===== src/sv/hcs_pkg.sv =====
package hcs_pkg;

  // default widths
  localparam int unsigned SAMPLE_BITS_DEF = 16;
  localparam int unsigned COEF_BITS_DEF   = 24;

  // result format: unsigned Q16.8
  localparam int unsigned RATE_BITS      = 24;
  localparam int unsigned RATE_FRAC_BITS = 8;

  // config channel index width
  localparam int unsigned CFG_IDX_BITS = 3;

  // drive = 10*s + A, permeability ~ drive/(drive+B), A and B scaled to the sample format
  localparam int unsigned DRIVE_A = 5;
  localparam int unsigned DRIVE_B = 300;

  // firing rate scale h
  localparam int unsigned RATE_H      = 50000;
  localparam int unsigned RATE_H_BITS = 16;

  typedef enum logic [CFG_IDX_BITS-1:0] {
    CFG_GAIN       = 3'd0,
    CFG_REPLENISH  = 3'd1,
    CFG_LOSS       = 3'd2,
    CFG_RETURN     = 3'd3,
    CFG_REPROCESS  = 3'd4,
    CFG_REST_FREE  = 3'd5,
    CFG_REST_CLEFT = 3'd6,
    CFG_REST_STORE = 3'd7
  } cfg_reg_e;

  typedef enum logic [3:0] {
    ST_IDLE,
    ST_KMUL,
    ST_DINIT,
    ST_DIV,
    ST_MEJECT,
    ST_MREPL,
    ST_MLOSS,
    ST_MREUP,
    ST_MREPRO,
    ST_UPDATE,
    ST_MRATE,
    ST_FINISH
  } state_e;

endpackage


===== src/sv/hcs_if.sv =====
interface hcs_in_if #(
  parameter int unsigned SAMPLE_BITS = hcs_pkg::SAMPLE_BITS_DEF
);
  logic                          valid;
  logic                          ready;
  logic signed [SAMPLE_BITS-1:0] membrane_sample;
  logic                          first_of_channel;

  modport source (output valid, membrane_sample, first_of_channel, input ready);
  modport sink   (input valid, membrane_sample, first_of_channel, output ready);
endinterface

interface hcs_out_if;
  logic                           valid;
  logic                           ready;
  logic [hcs_pkg::RATE_BITS-1:0]  firing_rate;

  modport source (output valid, firing_rate, input ready);
  modport sink   (input valid, firing_rate, output ready);
endinterface

interface hcs_cfg_if #(
  parameter int unsigned COEF_BITS = hcs_pkg::COEF_BITS_DEF
);
  logic                             valid;
  logic                             ready;
  logic [hcs_pkg::CFG_IDX_BITS-1:0] index;
  logic [COEF_BITS-1:0]             data;

  modport source (output valid, index, data, input ready);
  modport sink   (input valid, index, data, output ready);
endinterface


===== src/sv/hair_cell_synapse_model_core.sv =====
// Meddis-style inner hair cell synapse, one cochlear channel.
// in_i   : one basilar membrane sample (signed) plus a first-of-channel flag; a set
//          flag reloads free transmitter, cleft and reprocessing store from the
//          resting registers before the sample is applied.
// out_o  : one firing rate per sample, unsigned Q16.8, 50000 times the new cleft.
// cfg_i  : register writes (index, data), always ready; write only while idle.
//          Indexes: gain, replenish, loss, return, reprocess, rest free/cleft/store.
// Timing : after its transfer a sample runs through one product for the
//          permeability numerator, a divider load step, the restoring divider
//          retiring one quotient bit per cycle, six more passes through the shared
//          multiplier, a store update step and a result step that waits while an
//          earlier result is still unread. The next sample is taken only once the
//          block is back in idle.
// Stall  : the result sits in an output register; the block goes idle and takes
//          the next sample while it waits, and holds before overwriting it until
//          the receiver has taken it.
// Reset  : stores clear to zero, coefficients to zero, rest_free to all ones,
//          no result pending.
module hair_cell_synapse_model_core #(
  parameter int unsigned SAMPLE_BITS = hcs_pkg::SAMPLE_BITS_DEF,
  parameter int unsigned COEF_BITS   = hcs_pkg::COEF_BITS_DEF
) (
  input  logic      clk_i,
  input  logic      rst_ni,
  hcs_in_if.sink    in_i,
  hcs_out_if.source out_o,
  hcs_cfg_if.sink   cfg_i
);

  // derived widths
  localparam int unsigned DRV_W  = SAMPLE_BITS + 5;   // signed drive
  localparam int unsigned NUM_W  = SAMPLE_BITS + 3;   // positive drive
  localparam int unsigned DEN_W  = SAMPLE_BITS + 8;   // drive + B
  localparam int unsigned MB_0   = (NUM_W > COEF_BITS + 1) ? NUM_W : COEF_BITS + 1;
  localparam int unsigned MB     = (MB_0 > hcs_pkg::RATE_H_BITS) ? MB_0 : hcs_pkg::RATE_H_BITS;
  localparam int unsigned PROD_W = COEF_BITS + MB;
  localparam int unsigned SUM_W  = COEF_BITS + 3;
  localparam int unsigned CNT_W  = $clog2(COEF_BITS);
  localparam int unsigned RLO    = COEF_BITS - hcs_pkg::RATE_FRAC_BITS;
  localparam int unsigned RHI    = RLO + hcs_pkg::RATE_BITS;

  localparam logic signed [DRV_W-1:0] DriveOfs =
    DRV_W'(hcs_pkg::DRIVE_A) << (SAMPLE_BITS - 1);
  localparam logic [DEN_W-1:0] DenOfs = DEN_W'(hcs_pkg::DRIVE_B) << (SAMPLE_BITS - 1);
  localparam logic [MB-1:0]    RateH  = MB'(hcs_pkg::RATE_H);
  localparam logic [CNT_W-1:0] CntLast = CNT_W'(COEF_BITS - 1);

  // configuration registers
  logic [COEF_BITS-1:0] gain_q, repl_coef_q, loss_coef_q, ret_coef_q, repro_coef_q;
  logic [COEF_BITS-1:0] rest_free_q, rest_cleft_q, rest_store_q;

  // stores
  logic [COEF_BITS-1:0] free_q, cleft_q, store_q;

  // sequencer
  hcs_pkg::state_e state_q, state_d;
  logic [CNT_W-1:0] cnt_q;

  // datapath
  logic signed [SAMPLE_BITS-1:0] sample_q;
  logic [PROD_W-1:0]    prod_q;
  logic [DEN_W-1:0]     den_q, rem_q;
  logic [COEF_BITS-1:0] lo_q;       // dividend low bits shifted out, quotient shifted in
  logic [COEF_BITS-1:0] eject_q, repl_q, loss_q, reup_q;
  logic                 out_valid_q;
  logic [hcs_pkg::RATE_BITS-1:0] rate_q;

  logic                    in_xfer, out_xfer, fin_go;
  logic signed [DRV_W-1:0] sample_ext, drive;
  logic [NUM_W-1:0]        num;
  logic [DEN_W-1:0]        den;
  logic [COEF_BITS-1:0]    mul_a;
  logic [MB-1:0]           mul_b;
  logic [PROD_W-1:0]       mul_p;
  logic [COEF_BITS:0]      one_minus_q;
  logic [DEN_W:0]          div_t;
  logic                    div_ge;
  logic [DEN_W-1:0]        rem_next;
  logic [COEF_BITS-1:0]    prod_hi, repro;
  logic signed [SUM_W-1:0] free_sum, cleft_sum, store_sum;
  logic [hcs_pkg::RATE_BITS-1:0] rate_sat;

  function automatic logic [COEF_BITS-1:0] clamp_store(input logic signed [SUM_W-1:0] v);
    logic [COEF_BITS-1:0] r;
    if (v[SUM_W-1]) begin
      r = '0;
    end else if (|v[SUM_W-2:COEF_BITS]) begin
      r = '1;
    end else begin
      r = v[COEF_BITS-1:0];
    end
    return r;
  endfunction

  assign in_xfer  = in_i.valid && in_i.ready;
  assign out_xfer = out_o.valid && out_o.ready;
  assign fin_go   = (state_q == hcs_pkg::ST_FINISH) && (!out_valid_q || out_o.ready);

  assign in_i.ready        = (state_q == hcs_pkg::ST_IDLE);
  assign cfg_i.ready       = 1'b1;
  assign out_o.valid       = out_valid_q;
  assign out_o.firing_rate = rate_q;

  // drive = 10*s + A, zero when not positive
  assign sample_ext = DRV_W'(sample_q);
  assign drive      = (sample_ext <<< 3) + (sample_ext <<< 1) + DriveOfs;
  assign num        = (!drive[DRV_W-1] && (drive != '0)) ? drive[NUM_W-1:0] : '0;
  assign den        = DEN_W'(num) + DenOfs;

  // restoring division step, one quotient bit
  assign div_t    = {rem_q, lo_q[COEF_BITS-1]};
  assign div_ge   = (div_t >= {1'b0, den_q});
  assign rem_next = div_ge ? DEN_W'(div_t - {1'b0, den_q}) : div_t[DEN_W-1:0];

  assign one_minus_q = {1'b1, {COEF_BITS{1'b0}}} - {1'b0, free_q};

  // store products are below 2^(2*COEF_BITS)
  assign prod_hi = prod_q[2*COEF_BITS-1:COEF_BITS];
  assign repro   = prod_hi;

  assign free_sum  = SUM_W'(free_q) + SUM_W'(repl_q) - SUM_W'(eject_q) + SUM_W'(repro);
  assign cleft_sum = SUM_W'(cleft_q) + SUM_W'(eject_q) - SUM_W'(loss_q) - SUM_W'(reup_q);
  assign store_sum = SUM_W'(store_q) + SUM_W'(reup_q) - SUM_W'(repro);

  assign rate_sat = (|prod_q[PROD_W-1:RHI]) ? '1 : prod_q[RHI-1:RLO];

  // shared multiplier operand select
  always_comb begin
    mul_a = '0;
    mul_b = '0;
    unique case (state_q)
      hcs_pkg::ST_KMUL: begin
        mul_a = gain_q;
        mul_b = MB'(num);
      end
      hcs_pkg::ST_MEJECT: begin
        mul_a = lo_q;
        mul_b = MB'(free_q);
      end
      hcs_pkg::ST_MREPL: begin
        mul_a = repl_coef_q;
        mul_b = MB'(one_minus_q);
      end
      hcs_pkg::ST_MLOSS: begin
        mul_a = loss_coef_q;
        mul_b = MB'(cleft_q);
      end
      hcs_pkg::ST_MREUP: begin
        mul_a = ret_coef_q;
        mul_b = MB'(cleft_q);
      end
      hcs_pkg::ST_MREPRO: begin
        mul_a = repro_coef_q;
        mul_b = MB'(store_q);
      end
      hcs_pkg::ST_MRATE: begin
        mul_a = cleft_q;
        mul_b = RateH;
      end
      default: begin
        mul_a = '0;
        mul_b = '0;
      end
    endcase
  end

  assign mul_p = mul_a * mul_b;

  // next state
  always_comb begin
    state_d = state_q;
    unique case (state_q)
      hcs_pkg::ST_IDLE:    if (in_xfer) state_d = hcs_pkg::ST_KMUL;
      hcs_pkg::ST_KMUL:    state_d = hcs_pkg::ST_DINIT;
      hcs_pkg::ST_DINIT:   state_d = hcs_pkg::ST_DIV;
      hcs_pkg::ST_DIV:     if (cnt_q == CntLast) state_d = hcs_pkg::ST_MEJECT;
      hcs_pkg::ST_MEJECT:  state_d = hcs_pkg::ST_MREPL;
      hcs_pkg::ST_MREPL:   state_d = hcs_pkg::ST_MLOSS;
      hcs_pkg::ST_MLOSS:   state_d = hcs_pkg::ST_MREUP;
      hcs_pkg::ST_MREUP:   state_d = hcs_pkg::ST_MREPRO;
      hcs_pkg::ST_MREPRO:  state_d = hcs_pkg::ST_UPDATE;
      hcs_pkg::ST_UPDATE:  state_d = hcs_pkg::ST_MRATE;
      hcs_pkg::ST_MRATE:   state_d = hcs_pkg::ST_FINISH;
      hcs_pkg::ST_FINISH:  if (fin_go) state_d = hcs_pkg::ST_IDLE;
      default:             state_d = hcs_pkg::ST_IDLE;
    endcase
  end

  // control, configuration and stores
  always_ff @(posedge clk_i or negedge rst_ni) begin
    if (!rst_ni) begin
      state_q      <= hcs_pkg::ST_IDLE;
      cnt_q        <= '0;
      out_valid_q  <= 1'b0;
      gain_q       <= '0;
      repl_coef_q  <= '0;
      loss_coef_q  <= '0;
      ret_coef_q   <= '0;
      repro_coef_q <= '0;
      rest_free_q  <= '1;
      rest_cleft_q <= '0;
      rest_store_q <= '0;
      free_q       <= '0;
      cleft_q      <= '0;
      store_q      <= '0;
    end else begin
      state_q <= state_d;

      if (state_q == hcs_pkg::ST_DIV) begin
        cnt_q <= cnt_q + 1'b1;
      end else begin
        cnt_q <= '0;
      end

      if (fin_go) begin
        out_valid_q <= 1'b1;
      end else if (out_xfer) begin
        out_valid_q <= 1'b0;
      end

      if (cfg_i.valid && cfg_i.ready) begin
        unique case (hcs_pkg::cfg_reg_e'(cfg_i.index))
          hcs_pkg::CFG_GAIN:       gain_q       <= cfg_i.data;
          hcs_pkg::CFG_REPLENISH:  repl_coef_q  <= cfg_i.data;
          hcs_pkg::CFG_LOSS:       loss_coef_q  <= cfg_i.data;
          hcs_pkg::CFG_RETURN:     ret_coef_q   <= cfg_i.data;
          hcs_pkg::CFG_REPROCESS:  repro_coef_q <= cfg_i.data;
          hcs_pkg::CFG_REST_FREE:  rest_free_q  <= cfg_i.data;
          hcs_pkg::CFG_REST_CLEFT: rest_cleft_q <= cfg_i.data;
          hcs_pkg::CFG_REST_STORE: rest_store_q <= cfg_i.data;
          default: ;
        endcase
      end

      // reload resting values on a channel start
      if (in_xfer && in_i.first_of_channel) begin
        free_q  <= rest_free_q;
        cleft_q <= rest_cleft_q;
        store_q <= rest_store_q;
      end else if (state_q == hcs_pkg::ST_UPDATE) begin
        free_q  <= clamp_store(free_sum);
        cleft_q <= clamp_store(cleft_sum);
        store_q <= clamp_store(store_sum);
      end
    end
  end

  // datapath registers
  always_ff @(posedge clk_i) begin
    if (in_xfer) begin
      sample_q <= in_i.membrane_sample;
    end

    // every multiply state registers the product, the next state picks it up;
    // the rate product is held while the finished result waits
    if (state_q != hcs_pkg::ST_FINISH) begin
      prod_q <= mul_p;
    end

    unique case (state_q)
      hcs_pkg::ST_KMUL: begin
        den_q <= den;
      end
      hcs_pkg::ST_DINIT: begin
        // quotient fits in COEF_BITS, so the high dividend part is below den
        rem_q <= DEN_W'(prod_q[COEF_BITS+NUM_W-1:COEF_BITS]);
        lo_q  <= prod_q[COEF_BITS-1:0];
      end
      hcs_pkg::ST_DIV: begin
        rem_q <= rem_next;
        lo_q  <= {lo_q[COEF_BITS-2:0], div_ge};
      end
      hcs_pkg::ST_MREPL:  eject_q <= prod_hi;
      hcs_pkg::ST_MLOSS:  repl_q  <= prod_hi;
      hcs_pkg::ST_MREUP:  loss_q  <= prod_hi;
      hcs_pkg::ST_MREPRO: reup_q  <= prod_hi;
      default: ;
    endcase

    if (fin_go) begin
      rate_q <= rate_sat;
    end
  end

endmodule


===== src/flat_wrapper.sv =====
// flat-port wrapper written by rule: the top's interface ports become plain ports
module hair_cell_synapse_model_core_flat 
#(
  parameter int unsigned SAMPLE_BITS = hcs_pkg::SAMPLE_BITS_DEF,
  parameter int unsigned COEF_BITS   = hcs_pkg::COEF_BITS_DEF
)
  (clk_i, rst_ni, in_i_valid, in_i_membrane_sample, in_i_first_of_channel, in_i_ready, out_o_valid, out_o_firing_rate, out_o_ready, cfg_i_valid, cfg_i_index, cfg_i_data, cfg_i_ready);
  hcs_in_if #(.SAMPLE_BITS(SAMPLE_BITS)) in_i_i ();
  hcs_out_if out_o_i ();
  hcs_cfg_if #(.COEF_BITS(COEF_BITS)) cfg_i_i ();
  input  logic clk_i;
  input  logic rst_ni;
  input wire logic [$bits(in_i_i.valid)-1:0] in_i_valid;
  input wire logic [$bits(in_i_i.membrane_sample)-1:0] in_i_membrane_sample;
  input wire logic [$bits(in_i_i.first_of_channel)-1:0] in_i_first_of_channel;
  output wire logic [$bits(in_i_i.ready)-1:0] in_i_ready;
  output wire logic [$bits(out_o_i.valid)-1:0] out_o_valid;
  output wire logic [$bits(out_o_i.firing_rate)-1:0] out_o_firing_rate;
  input wire logic [$bits(out_o_i.ready)-1:0] out_o_ready;
  input wire logic [$bits(cfg_i_i.valid)-1:0] cfg_i_valid;
  input wire logic [$bits(cfg_i_i.index)-1:0] cfg_i_index;
  input wire logic [$bits(cfg_i_i.data)-1:0] cfg_i_data;
  output wire logic [$bits(cfg_i_i.ready)-1:0] cfg_i_ready;
  assign in_i_i.valid = in_i_valid;
  assign in_i_i.membrane_sample = in_i_membrane_sample;
  assign in_i_i.first_of_channel = in_i_first_of_channel;
  assign in_i_ready = in_i_i.ready;
  assign out_o_valid = out_o_i.valid;
  assign out_o_firing_rate = out_o_i.firing_rate;
  assign out_o_i.ready = out_o_ready;
  assign cfg_i_i.valid = cfg_i_valid;
  assign cfg_i_i.index = cfg_i_index;
  assign cfg_i_i.data = cfg_i_data;
  assign cfg_i_ready = cfg_i_i.ready;
  hair_cell_synapse_model_core #(.SAMPLE_BITS(SAMPLE_BITS), .COEF_BITS(COEF_BITS)) u_core (.clk_i(clk_i), .rst_ni(rst_ni), .in_i(in_i_i), .out_o(out_o_i), .cfg_i(cfg_i_i));
endmodule

===== config.mk =====
export PLATFORM = sky130hd
export DESIGN_NAME = hair_cell_synapse_model_core_flat
export DESIGN_NICKNAME = d
export VERILOG_FILES = /design/src/sv/hcs_pkg.sv /design/src/sv/hcs_if.sv /design/src/sv/hair_cell_synapse_model_core.sv /design/src/flat_wrapper.sv
export SDC_FILE = /design/constraint.sdc
export NUM_CORES = 2
export LEC_CHECK = 0
export BUFFER_PORTS_ARGS = -buffer_cell sky130_fd_sc_hd__buf_2
export CAP_MARGIN = 30
export CORE_MARGIN = 1.5
export CORE_UTILIZATION = 41
export CTS_CLUSTER_SIZE = 16
export DETAILED_ROUTE_END_ITERATION = 7
export PLACE_DENSITY = 0.63
export SETUP_SLACK_MARGIN = 0.1
export SYNTH_ARGS = -nofsm -noshare
export SYNTH_HDL_FRONTEND = slang
export SYNTH_SLANG_ARGS = --single-unit

===== constraint.sdc =====
create_clock -name clk_i -period 25.1 [get_ports clk_i]
set_clock_uncertainty 0.1 [all_clocks]
set_input_delay 5.02 -clock clk_i [delete_from_list [all_inputs] [get_ports clk_i]]
set_output_delay 5.02 -clock clk_i [all_outputs]
set_load 0.005 [all_outputs]

### Word level (Yosys, flattened, before mapping)

Index checks and enable logic that the tools add are counted.

| storage, ports and cells | value |
|---|---|
| output and inout port bits | 27 |
| RAM bits | 0 |
| memories | 0 |
| bits in registers | 531 |
| bits in latches | 0 |
| word-level logic and storage cells | 116 |
| bits in read-only memories | 0 |
| input bits | 49 |

| operators by class | value |
|---|---|
| equal/unequal tests | 23 |
| div/mod/pow operators | 0 |
| multiply operators | 1 |
| shifts and indexed selects | 0 |
| bitwise operators | 0 |
| order comparisons | 1 |
| reductions and logical operators | 28 |
| add/sub/neg operators | 14 |
| multiplexer cells | 25 |

Operator list:

| kind | count |
|---|---|
| $mux W24 | 13 |
| $pmux W24 S7 | 1 |
| $pmux W25 S6 | 1 |
| $sub A27 B24 Y27 | 4 |
| $pmux W24 S2 | 2 |
| $add A24 B24 Y25 | 3 |
| $mul A24 B25 Y49 | 1 |
| $pmux W4 S12 | 1 |
| $add A27 B24 Y27 | 1 |
| $ge A25 B24 Y1 | 1 |
| $sub A25 B24 Y25 const A | 1 |
| $add A19 B24 Y24 const B | 1 |
| $sub A24 B24 Y24 | 1 |
| $add A21 B19 Y21 const B | 1 |
| $reduce_bool A21 Y1 | 1 |
| $add A19 B17 Y20 | 1 |
| $mux W19 | 1 |
| $eq A4 B3 Y1 const B | 4 |
| $eq A4 B4 Y1 const B | 4 |
| $reduce_and A2 Y1 | 8 |
| $eq A3 B3 Y1 const B | 4 |
| $mux W4 | 3 |
| $reduce_or A9 Y1 | 1 |
| $eq A4 B2 Y1 const B | 2 |
| other kinds (18) | 31 |

### Longest topological paths before layout

| depth | value |
|---|---|
| word-level depth | 8 |
| gate-level depth with buffers | 45 |
| depth with buffers taken out | 42 |

### Worst setup path before layout

No wires, ideal clock.

| path | value |
|---|---|
| path kind | register -> register |
| from | register u_core.sample_q[0] |
| to | register u_core.prod_q[46], data pin |
| period minus slack after synthesis | 10.870 ns |
| buffers on the path | 2 |
| setup time | 0.265 ns |
| data required time | 24.735 ns |
| slack | 14.230 ns |
| cell stages (with the launch flop) | 45 |
| arrival | 10.505 ns |
| cell sequence | edfxtp_1 ha_1 inv_1 fa_1 nor2b_1 o31ai_2 a21oi_2 a21oi_1 xnor2_1 inv_1 ha_1 xnor2_1 nor3_1 a21o_1 a31oi_2 nand2_1 a31oi_2 and4_1 (+9 left out) fa_1 inv_1 fa_1 inv_1 fa_1 inv_1 fa_1 inv_1 ha_1 or2_2 a21oi_1 a21oi_1 a2111oi_0 nor2_1 a21o_1 a211oi_1 o21ai_0 xor2_1 |

| between the ends | value |
|---|---|
| longest elaborated chain between the ends | 7 |
| elaborated cells on any way between the ends | 8 |
| classes of those cells | 2 x add/sub; 1 x mul; 2 x mux; 3 x reduce/logical |

RTL lines:

| item | RTL line | RTL |
|---|---|---|
| start: declaration | hair_cell_synapse_model_core.sv:60 | `logic signed [SAMPLE_BITS-1:0] sample_q;` |
| start signal: assignment | hair_cell_synapse_model_core.sv:251 | `sample_q <= in_i.membrane_sample;` |
| $add A19 B17 Y20 * | hair_cell_synapse_model_core.sv:106 | `assign drive = (sample_ext <<< 3) + (sample_ext <<< 1) + DriveOfs;` |
| $add A21 B19 Y21 * | hair_cell_synapse_model_core.sv:106 |  |
| $reduce_bool A21 Y1 / $logic_not A1 Y1 (equally long branches) | hair_cell_synapse_model_core.sv:107 | `assign num = (!drive[DRV_W-1] && (drive != '0)) ? drive[NUM_W-1:0] : '0;` |
| $logic_and A1 B1 Y1 | hair_cell_synapse_model_core.sv:107 |  |
| $mux W19 * | hair_cell_synapse_model_core.sv:107 |  |
| $pmux W25 S6 * | hair_cell_synapse_model_core.sv:131 | `unique case (state_q)` |
| $mul A24 B25 Y49 * | hair_cell_synapse_model_core.sv:167 | `assign mul_p = mul_a * mul_b;` |
| via u_core.mul_p[46] | hair_cell_synapse_model_core.sv:74 | `logic [PROD_W-1:0] mul_p;` |
| end signal: assignment | hair_cell_synapse_model_core.sv:257 | `prod_q <= mul_p;` |
| end: declaration | hair_cell_synapse_model_core.sv:61 | `logic [PROD_W-1:0] prod_q;` |

Mark *: on every way through the listed nets, which the timed path passes. The rest lies on a longest branch.
A chain may end at the register's enable or synchronous reset.

### Final worst setup path

Ends and elaborated chain as after synthesis.

==> summary.txt <==
Drt
  • Initial drt markers: a little over 5000
  • Total wire length: about 180000 µm
  • Routed Antenna Nets: 0
  • Drt via density: approximately 6.0
  • Drt first pass iters: 8
  • Number of remaining DRC errors: 0
  • Via Count: about 44000
  • Drt wl/cell: 25.1 µm

Global routing
  • Initial antenna violation count: 8
  • Global Route met2 Usage: 43.1%
  • Global-route wire length before repair: 278000 µm
  • Met3 Use GR: just under 6%
  • Tot GR Track Use: between 20% and 30%
  • GR peak layer: met2
  • Largest net degree at the start of global routing: between 100 and 150
  • Met1 usage: 37.3%
  • Vias in the first global route: approximately 44000
  • Grt ovf: 0

Synthesis
  • Mapped cell area: 0.0531 mm²
  • Yosys synthesis warning count: 0
  • Ys async rst share: between 50% and 60%
  • Synth cell types: slightly below 90
  • Number of synthesized flops with an enable pin: roughly 250
  • Synthesized flop and latch total: ~530
  • Avg Cell Area, Syn: 9.47 µm²
  • Synth Instances: approximately 5600
  • Post-Syn Nets: around 6600
  • Post-synthesis sequential area ratio: a little over a quarter
  • Main synth FF type: edfxtp_1

Worst hold path
  • Hold Startpoint: u_core.cnt_q[0]$_DFF_PN0_
  • Hold path endpoint: u_core.cnt_q[0]$_DFF_PN0_
  • Worst hold stages: 1
  • Hold crit path type: reg -> reg

Clock network
  • Hold_buf cts: 0
  • CTS resizes: 0
  • Worst-path clk slew: approximately 0.07 ns
  • Htree depth: 2
  • Clk sink count: approximately 530
  • CTS Buf Count: 57
  • CTS max path bufs: 3
  • Post-CTS Setup Bufs: 0
  • Root Buffer: clkbuf_16
  • CTS tree: built
  • Worst skew pair latency: 0.66 ns

Finish
  • Layout fillers: ~12000
  • Commonest non-fill, non-tap cell in the layout: inv_1
  • Commonest non-fill, non-tap cells in the layout: 796 x inv_1, 558 x fa_1, 479 x nand2_1, 362 x ha_1, 331 x nor2_1
  • Biggest register: u_core.prod_q
  • Max FFs per register: a little under 50
  • Synth-to-Final Area Change: 9.08%
  • Share of cells above drive strength 1: a little over a tenth
  • Final #Nets: 6563

Timing
  • Worst Slack Setup Final: roughly 11 ns
  • Worst Tran Pin Value: between 1 and 1.5 ns
  • Final min period: approximately 14 ns
  • Slew headroom: 25.6%
  • Final Hold Fails: 0
  • Peak Freq: roughly 73 MHz
  • Setup-failing EPs final: 0
  • RSZ-0062 raised after global routing: no
  • Final period util: 54.3%
  • Final Max Tran Viols: 0
  • Total negative setup slack: 0 ns

Setup path
  • R2R cell count: 44
  • Reg2Reg Setup Slack: 11.46 ns
  • Most used cell, CP: inv_1
  • Crit path capture type: register
  • Critical R2R Launch: u_core.sample_q[0]$_DFFE_PP_
  • Critical path arrival: 13.95 ns
  • Slowest cell delay on critical path: between 0.8 and 0.9 ns
  • Worst Path Max Fanout: 92
  • Critical path class: reg -> reg
  • Reg-to-Reg End: u_core.prod_q[46]$_DFFE_PN_
  • CP startpoint kind: register
  • Slowest cell on the critical path: a2111oi_0
  • CP required: between 20 and 30 ns

Die
  • # rows: between 100 and 150
  • Die Wd: roughly 360 µm
  • Die Footprint: ~0.13 mm²
  • Initial Utilization: between 40 and 50%
  • Chip height: 363 µm
  • I/O Pins: 76
  • Core Area: ~0.13 mm²

Flow run
  • Max-cap violations: 0

Placement
  • RePlAce Congestion: between 0.9 and 1
  • I/O Buffers: 74
  • DP HPWL: about 140000 µm
  • Place WS: around 12 ns

Run status
  • Status: finished, final reports clean
==> through the flow <==
step / area (µm²) / utilization, % / cells / hold WS (ns)
after floorplan: 53100 / - / 5610 / 0.333
after global placement: 55800 / 43.6 / 7259 / 0.352
after detailed placement: 55800 / 43.6 / 7262 / 0.357
after CTS: 57900 / 45.2 / 7370 / 0.364
after global routing: 57900 / 45.2 / 7372 / 0.379
final: 57900 / 45.3 / 7377 / 0.364
==> worst max-delay path, delay by kind of cell (launching register included) <==
family,cells,cell delay [ns]
compound gates,14,4.25
fa+ha+maj,11,4.88
buf+inv,11,1.78
flops,1,0.51
simple gates,5,1.15
xor+xnor,3,0.67
==> cell usage after synthesis (all sizes together) (101+ instances only) <==
cell type,count,area share [%]
o21ai,306,2.9
mux2,195,4.1
edfxtp,252,14
nor3,101,0.96
inv,797,5.6
nand2,483,3.4
a21oi,315,3.0
xnor2,133,2.2
dfrtp,250,12
nor2,334,2.4
ha,362,8.5
fa,558,21
clkbuf,267,1.9
a31oi,116,1.4
o22ai,107,1.3
==> layer usage <==
| layer | share of wire [%] | wire length [µm] | vias up |
|---|---|---|---|
| met5 | 0.012 | 23 | - |
| met4 | 5.6 | 10300 | 4 |
| met3 | 10 | 19400 | 490 |
| met2 | 44 | 81800 | 2469 |
| met1 | 40 | 73500 | 22060 |
| li1 | - | - | 19128 |
==> area by class of cell <==
class | count | area, µm² | area share (%)
Clock inverter | 34 | 400 | 0.691
Multi-Input combinational cell | 3989 | 34700 | 59.9
Tap cell | 1729 | 2160 | 3.73
Timing Repair Buffer | 219 | 1530 | 2.64
Sequential cell | 526 | 14500 | 25.0
Inverter | 801 | 3010 | 5.19
Clock buffer | 74 | 1650 | 2.84
Antenna cell | 5 | 12.5 | 0.0216
==> kinds of logic (layout without fill, tap and decap cells) <==
logic type                 after synthesis  after routing  share of synthesized area (%)
buffers and inverters                 1095           1128                           7.85
adders and majority gates              920            920                           29.6
and+or+nand+nor                       1329           1329                           11.5
DFF                                    526            526                           27.2
xor gates and xnor gates               207            207                           3.41
muxes                                  235            235                           4.89
other                                    1              6                        0.00706
AOI/OAI and AO/OA                     1297           1297                           15.6
==> worst max path at each step <==
stage	startpoint	to	slack (ns)	cells past startpoint
finish	u_core.sample_q[0]$_DFFE_PP_	u_core.prod_q[46]$_DFFE_PN_	11.46	44
floorplan	u_core.sample_q[0]$_DFFE_PP_	u_core.prod_q[46]$_DFFE_PN_	14.23	44
CTS	u_core.sample_q[0]$_DFFE_PP_	u_core.prod_q[46]$_DFFE_PN_	11.54	44
detailed placement	u_core.sample_q[0]$_DFFE_PP_	u_core.prod_q[46]$_DFFE_PN_	11.57	44
global placement	u_core.sample_q[0]$_DFFE_PP_	u_core.prod_q[46]$_DFFE_PN_	11.77	44
global route	u_core.sample_q[0]$_DFFE_PP_	u_core.prod_q[46]$_DFFE_PN_	10.62	44
Power is left out: the tool's default activity adds up to more than one toggle a clock period on the data nets, which glitch-free logic cannot reach.
